==> src/design/rct_pkg.sv <==
// Package with shared constants and types for the reversible color transform.
`default_nettype none

package rct_pkg;

    // Default sample width of one color channel.
    localparam int SAMPLE_BITS_DEF = 8;

    // Configuration port widths.
    localparam int CFG_IDX_W  = 2;
    localparam int CFG_DATA_W = 2;

    // Configuration register indexes.
    localparam logic [CFG_IDX_W-1:0] REG_KIND = 2'd0;
    localparam logic [CFG_IDX_W-1:0] REG_DIR  = 2'd1;

    // Transform kinds; the remaining code passes the pixel through.
    localparam logic [1:0] KIND_RCT  = 2'd0;
    localparam logic [1:0] KIND_LIFT = 2'd1;
    localparam logic [1:0] KIND_SUBG = 2'd2;

    // Active transform settings handed to the datapath.
    typedef struct packed {
        logic [1:0] kind;
        logic       inverse;
    } t_cfg;

endpackage

`default_nettype wire

==> src/design/rct_in_if.sv <==
// Input pixel channel: valid, ready and the three channels with the last flag.
`default_nettype none

interface rct_in_if import rct_pkg::*; #(
    parameter int W = SAMPLE_BITS_DEF
) ();
    logic                valid;
    logic                ready;
    logic signed [W-1:0] chan0;
    logic signed [W-1:0] chan1;
    logic signed [W-1:0] chan2;
    logic                last_in;

    modport source (output valid, output chan0, output chan1, output chan2,
                    output last_in, input ready);
    modport sink   (input valid, input chan0, input chan1, input chan2,
                    input last_in, output ready);
endinterface

`default_nettype wire

==> src/design/rct_out_if.sv <==
// Result pixel channel: valid, ready and the three channels with the last flag.
`default_nettype none

interface rct_out_if import rct_pkg::*; #(
    parameter int W = SAMPLE_BITS_DEF
) ();
    logic                valid;
    logic                ready;
    logic signed [W-1:0] out0;
    logic signed [W-1:0] out1;
    logic signed [W-1:0] out2;
    logic                last_out;

    modport source (output valid, output out0, output out1, output out2,
                    output last_out, input ready);
    modport sink   (input valid, input out0, input out1, input out2,
                    input last_out, output ready);
endinterface

`default_nettype wire

==> src/design/rct_cfg_if.sv <==
// Configuration write channel: valid, ready, register index and write data.
`default_nettype none

interface rct_cfg_if import rct_pkg::*; ();
    logic                  valid;
    logic                  ready;
    logic [CFG_IDX_W-1:0]  index;
    logic [CFG_DATA_W-1:0] data;

    modport source (output valid, output index, output data, input ready);
    modport sink   (input valid, input index, input data, output ready);
endinterface

`default_nettype wire

==> src/design/rct_xform.sv <==
// Combinational forward and inverse color transforms for one pixel.
`default_nettype none

module rct_xform import rct_pkg::*; #(
    parameter int W = SAMPLE_BITS_DEF
) (
    input  t_cfg                i_cfg,
    input  logic signed [W-1:0] i_a,
    input  logic signed [W-1:0] i_b,
    input  logic signed [W-1:0] i_c,
    output logic signed [W-1:0] o_0,
    output logic signed [W-1:0] o_1,
    output logic signed [W-1:0] o_2
);

    // Arithmetic half of a sample; it always fits the sample width.
    function automatic logic signed [W-1:0] half(input logic signed [W-1:0] v);
        return v >>> 1;
    endfunction

    // Quarter of a full-precision sum; only the stored result wraps.
    function automatic logic signed [W-1:0] quarter_sum(input logic signed [W-1:0] x,
                                                         input logic signed [W-1:0] y);
        logic signed [W:0] s;
        s = {x[W-1], x} + {y[W-1], y};
        s = s >>> 2;
        return s[W-1:0];
    endfunction

    logic signed [W-1:0] t_r;
    logic signed [W-1:0] t_g;
    logic signed [W-1:0] t_bl;
    logic signed [W-1:0] t_g2;

    // Every assignment to a sample-wide variable wraps in two's complement.
    always_comb begin
        t_r  = i_a;
        t_g  = i_b;
        t_bl = i_c;
        t_g2 = i_b;
        o_0  = i_a;
        o_1  = i_b;
        o_2  = i_c;
        case (i_cfg.kind)
            KIND_RCT: begin
                if (!i_cfg.inverse) begin
                    t_r  = i_a - i_b;
                    t_bl = i_c - i_b;
                    t_g  = i_b + quarter_sum(t_r, t_bl);
                    o_0  = t_g;
                    o_1  = t_bl;
                    o_2  = t_r;
                end else begin
                    // Input order is Y, Cb, Cr.
                    t_g  = i_a - quarter_sum(i_c, i_b);
                    t_bl = i_b + t_g;
                    t_r  = i_c + t_g;
                    o_0  = t_r;
                    o_1  = t_g;
                    o_2  = t_bl;
                end
            end
            KIND_LIFT: begin
                if (!i_cfg.inverse) begin
                    t_r  = i_a - i_b;
                    t_g  = i_b + half(t_r);
                    t_bl = i_c - t_g;
                    t_g2 = t_g + half(t_bl);
                end else begin
                    t_g  = i_b - half(i_c);
                    t_bl = i_c + t_g;
                    t_g2 = t_g - half(i_a);
                    t_r  = i_a + t_g2;
                end
                o_0 = t_r;
                o_1 = t_g2;
                o_2 = t_bl;
            end
            KIND_SUBG: begin
                if (!i_cfg.inverse) begin
                    o_0 = i_b;
                    o_1 = i_c - i_b;
                    o_2 = i_a - i_b;
                end else begin
                    // Input order is G, B difference, R difference.
                    o_0 = i_c + i_a;
                    o_1 = i_a;
                    o_2 = i_b + i_a;
                end
            end
            default: begin
                o_0 = i_a;
                o_1 = i_b;
                o_2 = i_c;
            end
        endcase
    end

endmodule

`default_nettype wire

==> src/design/reversible_color_transform.sv <==
// Top level of the reversible color transform: config registers and pixel pipeline.
//
//  Channel  | Dir  | Payload                               | Accepted when
//  i_pix    | in   | chan0, chan1, chan2, last_in          | valid && ready
//  o_pix    | out  | out0, out1, out2, last_out            | valid && ready
//  i_cfg    | in   | index (0 kind, 1 direction), data     | valid && ready
//
// One pixel per cycle while the result is taken; each accepted pixel passes through
// the input register, then the transform into the result register.
// Reset is synchronous and active low; it clears both pipeline valid flags and
// sets the transform to forward JPEG2000 RCT. The config port is always ready.
// When the result is not taken, the pipeline holds and input ready falls once
// both stages are full.
`default_nettype none

module reversible_color_transform import rct_pkg::*; #(
    parameter int SAMPLE_BITS = SAMPLE_BITS_DEF
) (
    input  logic      i_clk,
    input  logic      i_rst_n,
    rct_in_if.sink    i_pix,
    rct_out_if.source o_pix,
    rct_cfg_if.sink   i_cfg
);

    t_cfg r_cfg;

    logic                          r_v1;
    logic signed [SAMPLE_BITS-1:0] r_a1;
    logic signed [SAMPLE_BITS-1:0] r_b1;
    logic signed [SAMPLE_BITS-1:0] r_c1;
    logic                          r_last1;

    logic                          r_v2;
    logic signed [SAMPLE_BITS-1:0] r_o0;
    logic signed [SAMPLE_BITS-1:0] r_o1;
    logic signed [SAMPLE_BITS-1:0] r_o2;
    logic                          r_last2;

    logic signed [SAMPLE_BITS-1:0] n_o0;
    logic signed [SAMPLE_BITS-1:0] n_o1;
    logic signed [SAMPLE_BITS-1:0] n_o2;

    logic s2_load;
    logic in_take;

    // Configuration writes; unknown indexes are ignored.
    assign i_cfg.ready = 1'b1;

    always_ff @(posedge i_clk) begin
        if (!i_rst_n) begin
            r_cfg <= '0;
        end else if (i_cfg.valid) begin
            case (i_cfg.index)
                REG_KIND: r_cfg.kind    <= i_cfg.data[1:0];
                REG_DIR:  r_cfg.inverse <= i_cfg.data[0];
                default:  r_cfg         <= r_cfg;
            endcase
        end
    end

    // Pipeline handshake: the result stage loads when empty or being drained.
    assign s2_load     = !r_v2 || o_pix.ready;
    assign i_pix.ready = !r_v1 || s2_load;
    assign in_take     = i_pix.valid && i_pix.ready;

    // Input register stage.
    always_ff @(posedge i_clk) begin
        if (!i_rst_n) begin
            r_v1 <= 1'b0;
        end else if (i_pix.ready) begin
            r_v1 <= i_pix.valid;
        end
    end

    always_ff @(posedge i_clk) begin
        if (in_take) begin
            r_a1    <= i_pix.chan0;
            r_b1    <= i_pix.chan1;
            r_c1    <= i_pix.chan2;
            r_last1 <= i_pix.last_in;
        end
    end

    // Transform datapath between the two register stages.
    rct_xform #(
        .W (SAMPLE_BITS)
    ) u_xform (
        .i_cfg (r_cfg),
        .i_a   (r_a1),
        .i_b   (r_b1),
        .i_c   (r_c1),
        .o_0   (n_o0),
        .o_1   (n_o1),
        .o_2   (n_o2)
    );

    // Result register stage.
    always_ff @(posedge i_clk) begin
        if (!i_rst_n) begin
            r_v2 <= 1'b0;
        end else if (s2_load) begin
            r_v2 <= r_v1;
        end
    end

    always_ff @(posedge i_clk) begin
        if (s2_load && r_v1) begin
            r_o0    <= n_o0;
            r_o1    <= n_o1;
            r_o2    <= n_o2;
            r_last2 <= r_last1;
        end
    end

    assign o_pix.valid    = r_v2;
    assign o_pix.out0     = r_o0;
    assign o_pix.out1     = r_o1;
    assign o_pix.out2     = r_o2;
    assign o_pix.last_out = r_last2;

    // An accepted item always occupies the input stage on the next cycle.
    a_take_fills: assert property (@(posedge i_clk) disable iff (!i_rst_n)
        in_take |=> r_v1)
        else $error("accepted item did not reach the input stage");

    // An empty input stage never refuses an item.
    a_empty_ready: assert property (@(posedge i_clk) disable iff (!i_rst_n)
        !r_v1 |-> i_pix.ready)
        else $error("input refused while input stage empty");

    // Both stages full and output stalled blocks new items.
    a_full_stall: assert property (@(posedge i_clk) disable iff (!i_rst_n)
        (r_v1 && r_v2 && !o_pix.ready) |-> !i_pix.ready)
        else $error("input accepted while pipeline full and stalled");

    // The last flag moves with its pixel into the result stage.
    a_last_moves: assert property (@(posedge i_clk) disable iff (!i_rst_n)
        (r_v1 && s2_load) |=> (r_v2 && o_pix.last_out == $past(r_last1)))
        else $error("last flag lost between stages");

endmodule

`default_nettype wire
==> src/flat_wrapper.sv <==
// flat-port wrapper written by rule: the top's interface ports become plain ports
module reversible_color_transform_flat import rct_pkg::*;
#(
    parameter int SAMPLE_BITS = SAMPLE_BITS_DEF
)
  (i_clk, i_rst_n, i_pix_valid, i_pix_chan0, i_pix_chan1, i_pix_chan2, i_pix_last_in, i_pix_ready, o_pix_valid, o_pix_out0, o_pix_out1, o_pix_out2, o_pix_last_out, o_pix_ready, i_cfg_valid, i_cfg_index, i_cfg_data, i_cfg_ready);
  rct_in_if i_pix_i ();
  rct_out_if o_pix_i ();
  rct_cfg_if i_cfg_i ();
  input  logic i_clk;
  input  logic i_rst_n;
  input wire logic [$bits(i_pix_i.valid)-1:0] i_pix_valid;
  input wire logic [$bits(i_pix_i.chan0)-1:0] i_pix_chan0;
  input wire logic [$bits(i_pix_i.chan1)-1:0] i_pix_chan1;
  input wire logic [$bits(i_pix_i.chan2)-1:0] i_pix_chan2;
  input wire logic [$bits(i_pix_i.last_in)-1:0] i_pix_last_in;
  output wire logic [$bits(i_pix_i.ready)-1:0] i_pix_ready;
  output wire logic [$bits(o_pix_i.valid)-1:0] o_pix_valid;
  output wire logic [$bits(o_pix_i.out0)-1:0] o_pix_out0;
  output wire logic [$bits(o_pix_i.out1)-1:0] o_pix_out1;
  output wire logic [$bits(o_pix_i.out2)-1:0] o_pix_out2;
  output wire logic [$bits(o_pix_i.last_out)-1:0] o_pix_last_out;
  input wire logic [$bits(o_pix_i.ready)-1:0] o_pix_ready;
  input wire logic [$bits(i_cfg_i.valid)-1:0] i_cfg_valid;
  input wire logic [$bits(i_cfg_i.index)-1:0] i_cfg_index;
  input wire logic [$bits(i_cfg_i.data)-1:0] i_cfg_data;
  output wire logic [$bits(i_cfg_i.ready)-1:0] i_cfg_ready;
  assign i_pix_i.valid = i_pix_valid;
  assign i_pix_i.chan0 = i_pix_chan0;
  assign i_pix_i.chan1 = i_pix_chan1;
  assign i_pix_i.chan2 = i_pix_chan2;
  assign i_pix_i.last_in = i_pix_last_in;
  assign i_pix_ready = i_pix_i.ready;
  assign o_pix_valid = o_pix_i.valid;
  assign o_pix_out0 = o_pix_i.out0;
  assign o_pix_out1 = o_pix_i.out1;
  assign o_pix_out2 = o_pix_i.out2;
  assign o_pix_last_out = o_pix_i.last_out;
  assign o_pix_i.ready = o_pix_ready;
  assign i_cfg_i.valid = i_cfg_valid;
  assign i_cfg_i.index = i_cfg_index;
  assign i_cfg_i.data = i_cfg_data;
  assign i_cfg_ready = i_cfg_i.ready;
  reversible_color_transform #(.SAMPLE_BITS(SAMPLE_BITS)) u_core (.i_clk(i_clk), .i_rst_n(i_rst_n), .i_pix(i_pix_i), .o_pix(o_pix_i), .i_cfg(i_cfg_i));
endmodule
==> config.mk <==
export PLATFORM = sky130hd
export DESIGN_NAME = reversible_color_transform_flat
export DESIGN_NICKNAME = d
export VERILOG_FILES = /design/src/design/rct_pkg.sv /design/src/design/rct_in_if.sv /design/src/design/rct_out_if.sv /design/src/design/rct_cfg_if.sv /design/src/design/rct_xform.sv /design/src/design/reversible_color_transform.sv /design/src/flat_wrapper.sv
export SDC_FILE = /design/constraint.sdc
export NUM_CORES = 1
export LEC_CHECK = 0
export ABC_AREA = 1
export BUFFER_PORTS_ARGS = -buffer_cell sky130_fd_sc_hd__buf_4
export CORE_ASPECT_RATIO = 0.8
export CORE_UTILIZATION = 57
export DETAILED_ROUTE_END_ITERATION = 8
export GPL_ROUTABILITY_DRIVEN = 0
export HOLD_SLACK_MARGIN = 0.1
export PLACE_DENSITY = 0.79
export SLEW_MARGIN = 20
export SYNTH_ARGS = -nofsm -noshare
export SYNTH_HDL_FRONTEND = slang
export SYNTH_SLANG_ARGS = --single-unit
==> constraint.sdc <==
create_clock -name i_clk -period 4.9 [get_ports i_clk]
set_input_delay 0.49 -clock i_clk [delete_from_list [all_inputs] [get_ports i_clk]]
set_output_delay 0.49 -clock i_clk [all_outputs]
set_load 0.01 [all_outputs]
Yosys cells after proc, flatten, opt, wreduce, memory -nomap -nowiden. Index checks and enable logic that the tools add are counted.

Mux-type cells: 12. Reductions and logical operators: 10. Eq/ne operators: 3. Add/subtract/negate cells: 17.

Operators with widths (number): 2-to-1 mux 8 bit (9); case mux 8 bit (3 select lines) (3); adder 8 bit (6); adder 8 x 7 -> 8 bit (3); subtractor 8 x 7 -> 8 bit (3); subtractor 8 bit (3); adder 8 x 8 -> 9 bit (2); == test 2 x 1 -> 1 bit (second input constant) (2); logical NOT 2 bit (2); AND reduction 2 bit (2); == test 2 bit (second input constant) (1); logical AND 1 bit (2); logical NOT 1 bit (2); logical OR 1 bit (2).

Logic and storage cells: 54. Register bits after elaboration: 55. Input port bits: 34.

Depth between registers and ports, before layout. Gate-level depths: netlist (run 1).

Word-level depth: 6. Mapped depth: 34. Depth with buffers taken out: 34.

Modules after synthesis. From an unflattened synthesis (run 1), not the netlist that was laid out.

Cell total of the unflattened synthesis: 1124. Area, all modules: 7917.6 um^2.

Modules (own cells, without submodules): rct_xform (area an instance 6177.2 um^2, cells an instance 1038, sequential area each 0.0 um^2, instances 1); reversible_color_transform (area an instance 1740.4 um^2, cells an instance 86, sequential area each 1601.5 um^2, instances 1).

Worst setup path before layout (run 1). No wires, ideal clock.

Path type: reg-to-reg. Start point: reg u_core.r_b1[1]. End point: reg u_core.r_o1[7] (netlist: u_core.o_pix.out1[7]), data pin. Arrival: 4.561 ns. Data required time: 4.639 ns. Clock period less this slack: 4.822 ns. Path buffers: 0. Cell stages (with the launch flop): 28. Setup slack: 0.078 ns. Cells stage by stage: edfxtp_1 -> inv_1 -> fa_1 -> ha_1 -> fa_1 -> nand3_1 -> and2_1 -> o21ai_0 -> a21o_1 -> xor2_1 -> ha_1 -> a21o_1 -> nor2_1 -> nand2_1 -> nand2_1 -> nand2_1 -> inv_1 -> nand3_1 -> nand2_1 -> inv_1 -> ha_1 -> inv_1 -> o31ai_1 -> a21oi_1 -> xnor2_1 -> nand2_1 -> nand3_1 -> nand3_1.

Longest elaborated chain between the ends: 6.

RTL lines: start: declaration (RTL line reversible_color_transform.sv:30) `logic signed [SAMPLE_BITS-1:0] r_b1;`; start signal: assignment (RTL line reversible_color_transform.sv:79) `r_b1 <= i_pix.chan1;`; subtractor 8 bit (RTL line rct_xform.sv:65) `t_r = i_a - i_b;`; adder 8 x 7 -> 8 bit (RTL line rct_xform.sv:66) `t_g = i_b + half(t_r);`; subtractor 8 bit (RTL line rct_xform.sv:67) `t_bl = i_c - t_g;`; adder 8 x 7 -> 8 bit (RTL line rct_xform.sv:68) `t_g2 = t_g + half(t_bl);`; 2-to-1 mux 8 bit (RTL line rct_xform.sv:64) `if (!i_cfg.inverse) begin`; case mux 8 bit (3 select lines) (*) (RTL line rct_xform.sv:44) `case (i_cfg.kind)`; via u_core.n_o1[7] (RTL line reversible_color_transform.sv:41) `logic signed [SAMPLE_BITS-1:0] n_o1;`; end signal: assignment (RTL line reversible_color_transform.sv:110) `r_o1 <= n_o1;`; end: declaration (RTL line reversible_color_transform.sv:36) `logic signed [SAMPLE_BITS-1:0] r_o1;`.

Mark *: on every way through the listed nets, which the timed path passes. The rest lies on a longest branch. A chain may end at the register's enable or synchronous reset.

Final worst setup path (run 1).
Start point: reg u_core.r_a1[0]. End point: reg u_core.r_o1[7] (netlist: u_core.o_pix.out1[7]), data pin.

Longest elaborated chain between the ends: 6.

RTL lines: start: declaration (RTL line reversible_color_transform.sv:29) `logic signed [SAMPLE_BITS-1:0] r_a1;`; start signal: assignment (RTL line reversible_color_transform.sv:78) `r_a1 <= i_pix.chan0;`; subtractor 8 bit (RTL line rct_xform.sv:65); adder 8 x 7 -> 8 bit (RTL line rct_xform.sv:66); subtractor 8 bit (RTL line rct_xform.sv:67); adder 8 x 7 -> 8 bit (RTL line rct_xform.sv:68); 2-to-1 mux 8 bit (RTL line rct_xform.sv:64); case mux 8 bit (3 select lines) (*) (RTL line rct_xform.sv:44); via u_core.n_o1[7] (RTL line reversible_color_transform.sv:41).

Marks and branches as above.

==> results by group, run 1 <==
Setup path
  – Reg2reg setup slack: roughly 170 ps
  – Crit Reg-Reg Startpoint: u_core.r_a1[0]$_DFFE_PP_
  – CP startpoint: u_core.r_a1[0]$_DFFE_PP_
  – Data arrival time of the critical path: about 4800 ps
  – Worst-path fanout max: 4
  – Worst Setup End Kind: flip-flop
  – Slowest CP cell: edfxtp_1
  – Max incr delay on CP: approximately 420 ps
  – Worst Setup Start Kind: flip-flop
  – Kind of critical path: reg2reg
  – Cell mode on critical path: nand2_2
  – CP Data Required Time: roughly 5000 ps

Timing
  – Final period utilization: 0.9656
  – Setup Viol. Count Final: 0
  – Worst setup margin: roughly 170 ps
  – Max-Slew Margin vs Limit: 0.3384
  – RSZ-0062 raised after global routing: true
  – Final Skew: between 6 and 7 ps
  – Peak Freq: about 0.21 GHz
  – Hold Vio Cnt, Final: 0
  – Post-layout minimum cycle time: between 4000 and 5000 ps
  – Slew Viols, Final: 0
  – Worst-margin pin slew: slightly below 1000 ps

Synth
  – Post-synth EDFFs: 50
  – Sequential area share after synthesis: 0.2019
  – Synthesized cell area: around 7900 sq um
  – Count leader, synth: nand2_1
  – Compound-Gate Fraction of Synth Area: 0.1589
  – Post-synth top area share: 0.1909
  – Post-synthesis register bit count: between 50 and 60
  – Yosys top cell by area: ha_1
  – Post-synthesis simple-gate area fraction: 0.2483
  – Most used DFF post-synth: edfxtp_1
  – Post-Synth XOR/XNOR Area: 0.06389
  – Warnings from Yosys: 0
  – Main combinational cell family by area after synthesis: simple AND/OR/NAND/NOR gates
  – Post-synthesis mux area share: 0
  – Syn Nets: between 1k and 1.5k
  – Post-synthesis cell type count: 50
  – FFs w/ async S/R, synth: 0
  – Adder-Cell Fraction of Synth Area: 0.2287
  – Top cells by count, synth: nand2_1 (253), inv_1 (169), ha_1 (121), nand3_1 (113), a21oi_1 (91)
  – Syn avg cell area: ~7 sq um
  – Top cells by area, synth: ha_1 (19%), edfxtp_1 (19%), nand2_1 (12%), inv_1 (8.0%), nand3_1 (7.1%)
  – Post-Synthesis Cells: ~1.1k

Floorplan
  – Cell Rows: 38
  – Die H: roughly 110 um
  – Die ar.: ~14000 sq um
  – Initial cell density of the core: 0.5853
  – I/O pins: 62
  – Core region area: between 10000 and 15000 sq um
  – Die Width: ~130 um

Place
  – Port bufs: 60
  – Worst slack, placed: -61.31 ps
  – Dpl hpwl: 19530 um

Route
  – Routed WL: 24510 um
  – Drt pass-1 iters: 7
  – Vias: approximately 8.2k
  – WL/cell: 17.67 um
  – Antenna Nets Post-Route: 0
  – Vias per Instance: between 5 and 6
  – Post-route DRC: 0
  – DRT iter0 DRCs: 981

Power
  – PD cells: 435.2 nW/um^2
  – Peak supply drop: about 0.31 mV
  – Static Leak: about 4.7 nW
  – Final Power: between 4 and 5 mW

Final layout
  – Final core area utilization: 0.6866
  – Share of layout cells above drive strength 1: 0.1649
  – N_diodes: 0
  – Synthesis-to-layout area growth: 17.31%
  – Nets@finish: around 1.4k

Outcome
  – Status: complete, no violations

GRT
  – First-pass GRT wire length: around 38000 um
  – Vias in the first global route: approximately 7.5k
  – GRT Overall Usage: 0.3448
  – Largest net degree at the start of global routing: 63
  – Initial antenna violation count: 0
  – Global route total overflow: 0

CTS
  – Reg clk slew, reported paths: 80 ps
  – Maximum clock path buffer count: 2
  – CTS Buf Count: 5
  – Htree depth: 2
  – CTS tree: built
  – Clock Sink Count: 55
  – Clock root buffer: clkbuf_16
  – Clock Latency Late Sink: between 300 and 400 ps
  – CTS Hold Buffers Added: 0

Run
  – Max-cap viol count: 0

Hold path
  – HP Start: i_pix_chan0[0]
  – Hold/Removal Path Class: in2reg
==> layout by cell type (no fill, tap or decap), types with 7 or more instances in the layout <==
| cell | count |
|---|---|
| nand2_2 | 14 |
| o211ai_1 | 12 |
| inv_1 | 161 |
| nand3_1 | 110 |
| xor2_1 | 33 |
| buf_4 | 113 |
| inv_2 | 9 |
| nand4_1 | 12 |
| xnor2_1 | 20 |
| nor2_1 | 37 |
| o2111ai_1 | 12 |
| or2_2 | 7 |
| edfxtp_1 | 50 |
| a21oi_1 | 85 |
| ha_4 | 9 |
| o21ai_0 | 45 |
| fa_1 | 13 |
| a21oi_2 | 10 |
| ha_1 | 110 |
| nand2_1 | 245 |
| o21ai_1 | 11 |
==> cell families (layout without fill, tap and decap cells) <==
| group | after synthesis | in the layout |
|---|---|---|
| buffers and inverters | 197 | 293 |
| other | 1 | 1 |
| XOR/XNOR | 57 | 57 |
| flip-flops | 55 | 55 |
| adder cells (fa/ha/maj) | 136 | 136 |
| AO/OA/AOI/OAI | 213 | 213 |
| AND/OR/NAND/NOR | 452 | 452 |
==> per-layer routing <==
| metal | GRT usage | share of wire |
|---|---|---|
| met1 | 0.4740 | 0.42 |
| met2 | 0.5340 | 0.43 |
| met3 | 0.08239 | 0.13 |
| met4 | 0.1023 | 0.024 |
| met5 | 0 | 0 |
==> layout make-up <==
class / instances / area [sq um]
Multi-Input combinational cell: 859 / 5822
Fill cell: 1134 / 4247
Sequential cell: 55 / 1603
Timing Repair Buffer: 113 / 848.3
Inverter: 172 / 648.1
Tap cell: 180 / 225.2
Clock buffer: 6 / 138.9
Clock inverter: 2 / 18.77
==> worst max-delay path, delay by kind of cell (launching register included) <==
family | cells | cell delay [ps]
flops | 1 | 420
buf+inv | 7 | 530
simple gates | 16 | 1460
xor+xnor | 2 | 330
fa+ha+maj | 5 | 1340
compound gates | 3 | 390
==> state kept, by name, summed over array words and instances (netlist names) <==
name / count
u_core.o_pix.valid: 1
u_core.r_cfg: 3
u_core.o_pix.out0: 8
u_core.o_pix.out2: 8
u_core.r_last1: 1
u_core.r_b1: 8
u_core.o_pix.last_out: 1
u_core.o_pix.out1: 8
u_core.r_a1: 8
u_core.r_c1: 8
u_core.r_v1: 1
==> what timing repair did <==
action / CTS / global route
setup endpoints to repair: 1 / 4
gates cloned: 0 / 0
gates resized for setup: 7 / 50
pin swaps: 2 / 28
setup buffers: 1 / 6
==> final timing paths <==
check / end / cells after the start
max reg2reg: u_core.o_pix.out1[7]$_DFFE_PP_ / 33
max: u_core.o_pix.out1[7]$_DFFE_PP_ / 33
min: u_core.r_a1[0]$_DFFE_PP_ / 1
min reg2reg: u_core.o_pix.last_out$_DFFE_PP_ / 0
==> power breakdown <==
part	switching [mW]	internal (mW)	total, mW
sequential	0.0220	0.592	0.614
clock	0.192	0.208	0.400
combinational	1.83	1.21	3.04
total	2.04	2.00	4.05
==> through the flow <==
stage | hold WS (ps) | area, sq um | std cells | setup TNS [ps]
2_1_floorplan | 400.3 | 7931 | 1111 | 0
3_3_place_gp | 402.2 | 8827 | 1372 | 0
3_5_place_dp | 404.5 | 8827 | 1372 | -61.31
4_1_cts | 344.0 | 9032 | 1381 | 0
5_1_grt | 341.0 | 9304 | 1387 | -254.2
6_report | 344.0 | 9304 | 1387 | 0
Note: power is estimated with default switching activity, not from simulation.
==> run 2, diff against run 1 <==
Settings changed: CTS_CLUSTER_SIZE from default to 28, SETUP_SLACK_MARGIN from default to 0.2.
==> run 2 against run 1 <==
  * The flow now finishes with violations (setup timing)
  * Worst setup slack worse by 220 ps
  * Clock-buffer cell count unchanged
  * Final cell count up 0.72%
  * Non-clock buffer count up 10
  * Via count up 2.8%
  * Critical path depth down 5
  * Die area unchanged
  * Wire length up 5.6%
  * Global-route usage up 1.6 points
  * Worst hold slack better by 0.98 ps
  * Register-to-register slack worse by 220 ps
  * Flip-flop and latch count unchanged
==> results by group, run 2 (synthesis results as in run 1) <==
Final layout
  – Commonest non-fill, non-tap cell in the layout: nand2_1
  – Nets@finish: around 1.4k
  – Synthesis-to-layout area growth: 19.89%
  – Most frequent cells in the layout: nand2_1 (243), inv_1 (161), buf_4 (123), nand3_1 (111), ha_1 (103)
  – Final core area utilization: 0.7018
  – Multi-input logic area: approximately 6000 sq um
  – Share of layout cells above drive strength 1: 0.1890
  – Register area: between 1500 and 2000 sq um
  – Post-Layout Cell Count: about 1.4k
  – N_diodes: 0
  – Fill cells: about 1.1k

Route
  – DRT iter0 DRCs: slightly below 1k
  – Antenna Nets Post-Route: 0
  – WL/cell: 18.53 um
  – Vias per Instance: roughly 6.0
  – Drt pass-1 iters: 7
  – Routed WL: approximately 26000 um
  – Vias: about 8.4k
  – Post-route DRC: 0

Timing
  – Final period utilization: 1.011
  – Worst setup margin: -51.57 ps
  – Final Skew: ~5.5 ps
  – Post-layout minimum cycle time: roughly 5000 ps
  – RSZ-0062 raised after global routing: true
  – Worst-margin pin slew: around 1100 ps
  – Hold Vio Cnt, Final: 0
  – Slew Viols, Final: 0
  – Setup TNS: -51.57 ps
  – Max-Slew Margin vs Limit: 0.2520
  – Setup Viol. Count Final: 1
  – Peak Freq: between 0.2 and 0.25 GHz

GRT
  – First-pass GRT wire length: between 30000 and 40000 um
  – Vias in the first global route: between 7k and 8k
  – Initial antenna violation count: 1
  – GRT Overall Usage: 0.3603
  – Global route total overflow: 0
  – Largest net degree at the start of global routing: 64

CTS
  – Maximum clock path buffer count: 2
  – Htree depth: 2
  – Clock Sink Count: 55
  – Reg clk slew, reported paths: about 80 ps
  – CTS tree: built
  – Clock Latency Late Sink: slightly above 300 ps
  – Clock root buffer: clkbuf_16
  – CTS Hold Buffers Added: 0
  – CTS Buf Count: 5

Power
  – Seq pwr share: 0.146
  – Int Pwr: 2.112 mW
  – NetSw: 2.097 mW
  – Combinational share of power: 0.760
  – Static Leak: ~4.7 nW
  – Peak supply drop: around 0.24 mV
  – Final Power: 4.210 mW
  – Sw Ratio: 0.4982
  – PD cells: roughly 440 nW/um^2
  – Clock power frac: 0.094

Hold path
  – HP Start: i_pix_chan1[3]
  – Hold path cells: 1
  – WHS Endpoint: u_core.r_b1[3]$_DFFE_PP_
  – Hold/Removal Path Class: in2reg

Floorplan
  – Die ar.: 14390 sq um
  – I/O pins: 62
  – Cell Rows: 38
  – Core region area: about 14000 sq um
  – Initial cell density of the core: 0.5853
  – Die H: between 100 and 150 um
  – Die Width: ~130 um

Setup path
  – Worst Setup End Kind: flip-flop
  – FF-to-FF End: u_core.o_pix.out1[7]$_DFFE_PP_
  – CP Data Required Time: 4960 ps
  – Crit Reg-Reg Startpoint: u_core.r_b1[0]$_DFFE_PP_
  – Data arrival time of the critical path: 5010 ps
  – Max incr delay on CP: roughly 480 ps
  – Slowest CP cell: fa_2
  – Kind of critical path: reg2reg
  – Worst R2R Path Depth: 28
  – Worst-path fanout max: 4
  – Cell mode on critical path: ha_4
  – Reg2reg setup slack: -50 ps
  – Worst Setup Start Kind: flip-flop

Place
  – Dpl hpwl: just under 20000 um
  – Port bufs: 60
  – Dpl cells: around 1.4k

Outcome
  – Failing checks: setup timing
  – Status: finished, violations left

Run
  – Max-cap viol count: 0
## run 2: cell count changes in the layout (fill, tap and decap cells not counted), moves of 2 or more
cell	previous run	this run
a21oi_1	85	80
a21oi_2	10	15
buf_4	113	123
ha_1	110	103
ha_4	9	16
nand2_1	245	243
nand2_2	14	16
o21ai_0	45	42
o21ai_2	2	5
xor2_1	33	30
xor2_2	2	7
xor2_4	2	0
## run 2: routing by layer
layer	part of all wire	routed length, um	track usage	up-vias
met2	0.43	11050	0.5522	561
met1	0.39	10200	0.4839	3869
met4	0.023	602	0.1161	0
met5	0	0	0	-
li1	-	-	-	3950
met3	0.16	4033	0.1069	69
## run 2: power by group through the flow
stage	Clock (mW)	Combinational, mW	Sequential, mW
global placement	0	2.60	0.624
CTS	0.402	2.81	0.614
global route	0.422	3.49	0.618
detailed placement	0	2.66	0.625
finish	0.397	3.20	0.614
floorplan	0	2.00	0.649
## run 2: repair_timing
action,in CTS,in global routing
resized for setup,37,41
buffers inserted,13,17
endpoints found under the setup margin,3,9
pin swaps,29,35
## run 2: critical path: cells and delay by family (launching register included)
kind / cells / cell delay [ps]
flops: 1 / 450
buf+inv: 3 / 280
fa+ha+maj: 6 / 1750
compound gates: 6 / 810
simple gates: 11 / 1010
xor+xnor: 2 / 390
## run 2: cell type report
cell class | count | share of cell area
Clock buffer | 6 | 0.01461
Clock inverter | 2 | 0.002105
Inverter | 172 | 0.06816
Multi-Input combinational cell | 859 | 0.6258
Sequential cell | 55 | 0.1686
Tap cell | 180 | 0.02368
Timing Repair Buffer | 123 | 0.09711
## run 2: how the worst max path moves through the flow
stage,start,endpoint,slack (ps),cells past startpoint
final,u_core.r_b1[0]$_DFFE_PP_,u_core.o_pix.out1[7]$_DFFE_PP_,-50,28
after global placement,u_core.r_b1[0]$_DFFE_PP_,u_core.o_pix.out1[7]$_DFFE_PP_,100,28
after detailed placement,u_core.r_a1[0]$_DFFE_PP_,u_core.o_pix.out1[7]$_DFFE_PP_,-80,33
after global routing,u_core.r_a1[2]$_DFFE_PP_,u_core.o_pix.out1[7]$_DFFE_PP_,-190,32
after CTS,u_core.r_a1[0]$_DFFE_PP_,u_core.o_pix.out1[7]$_DFFE_PP_,200,33
after floorplan,u_core.r_b1[0]$_DFFE_PP_,u_core.o_pix.out1[7]$_DFFE_PP_,210,28
## run 2: per-stage QoR
stage | area (sq um) | hold slack (ps) | setup WS, ps
after global routing | 9509 | 336.7 | -190.8
after global placement | 8735 | 404.2 | 97.54
after CTS | 9149 | 342.5 | 197.9
after detailed placement | 8735 | 413.4 | -76.07
after floorplan | 7936 | 400.3 | 213.1
final | 9509 | 345.0 | -51.57
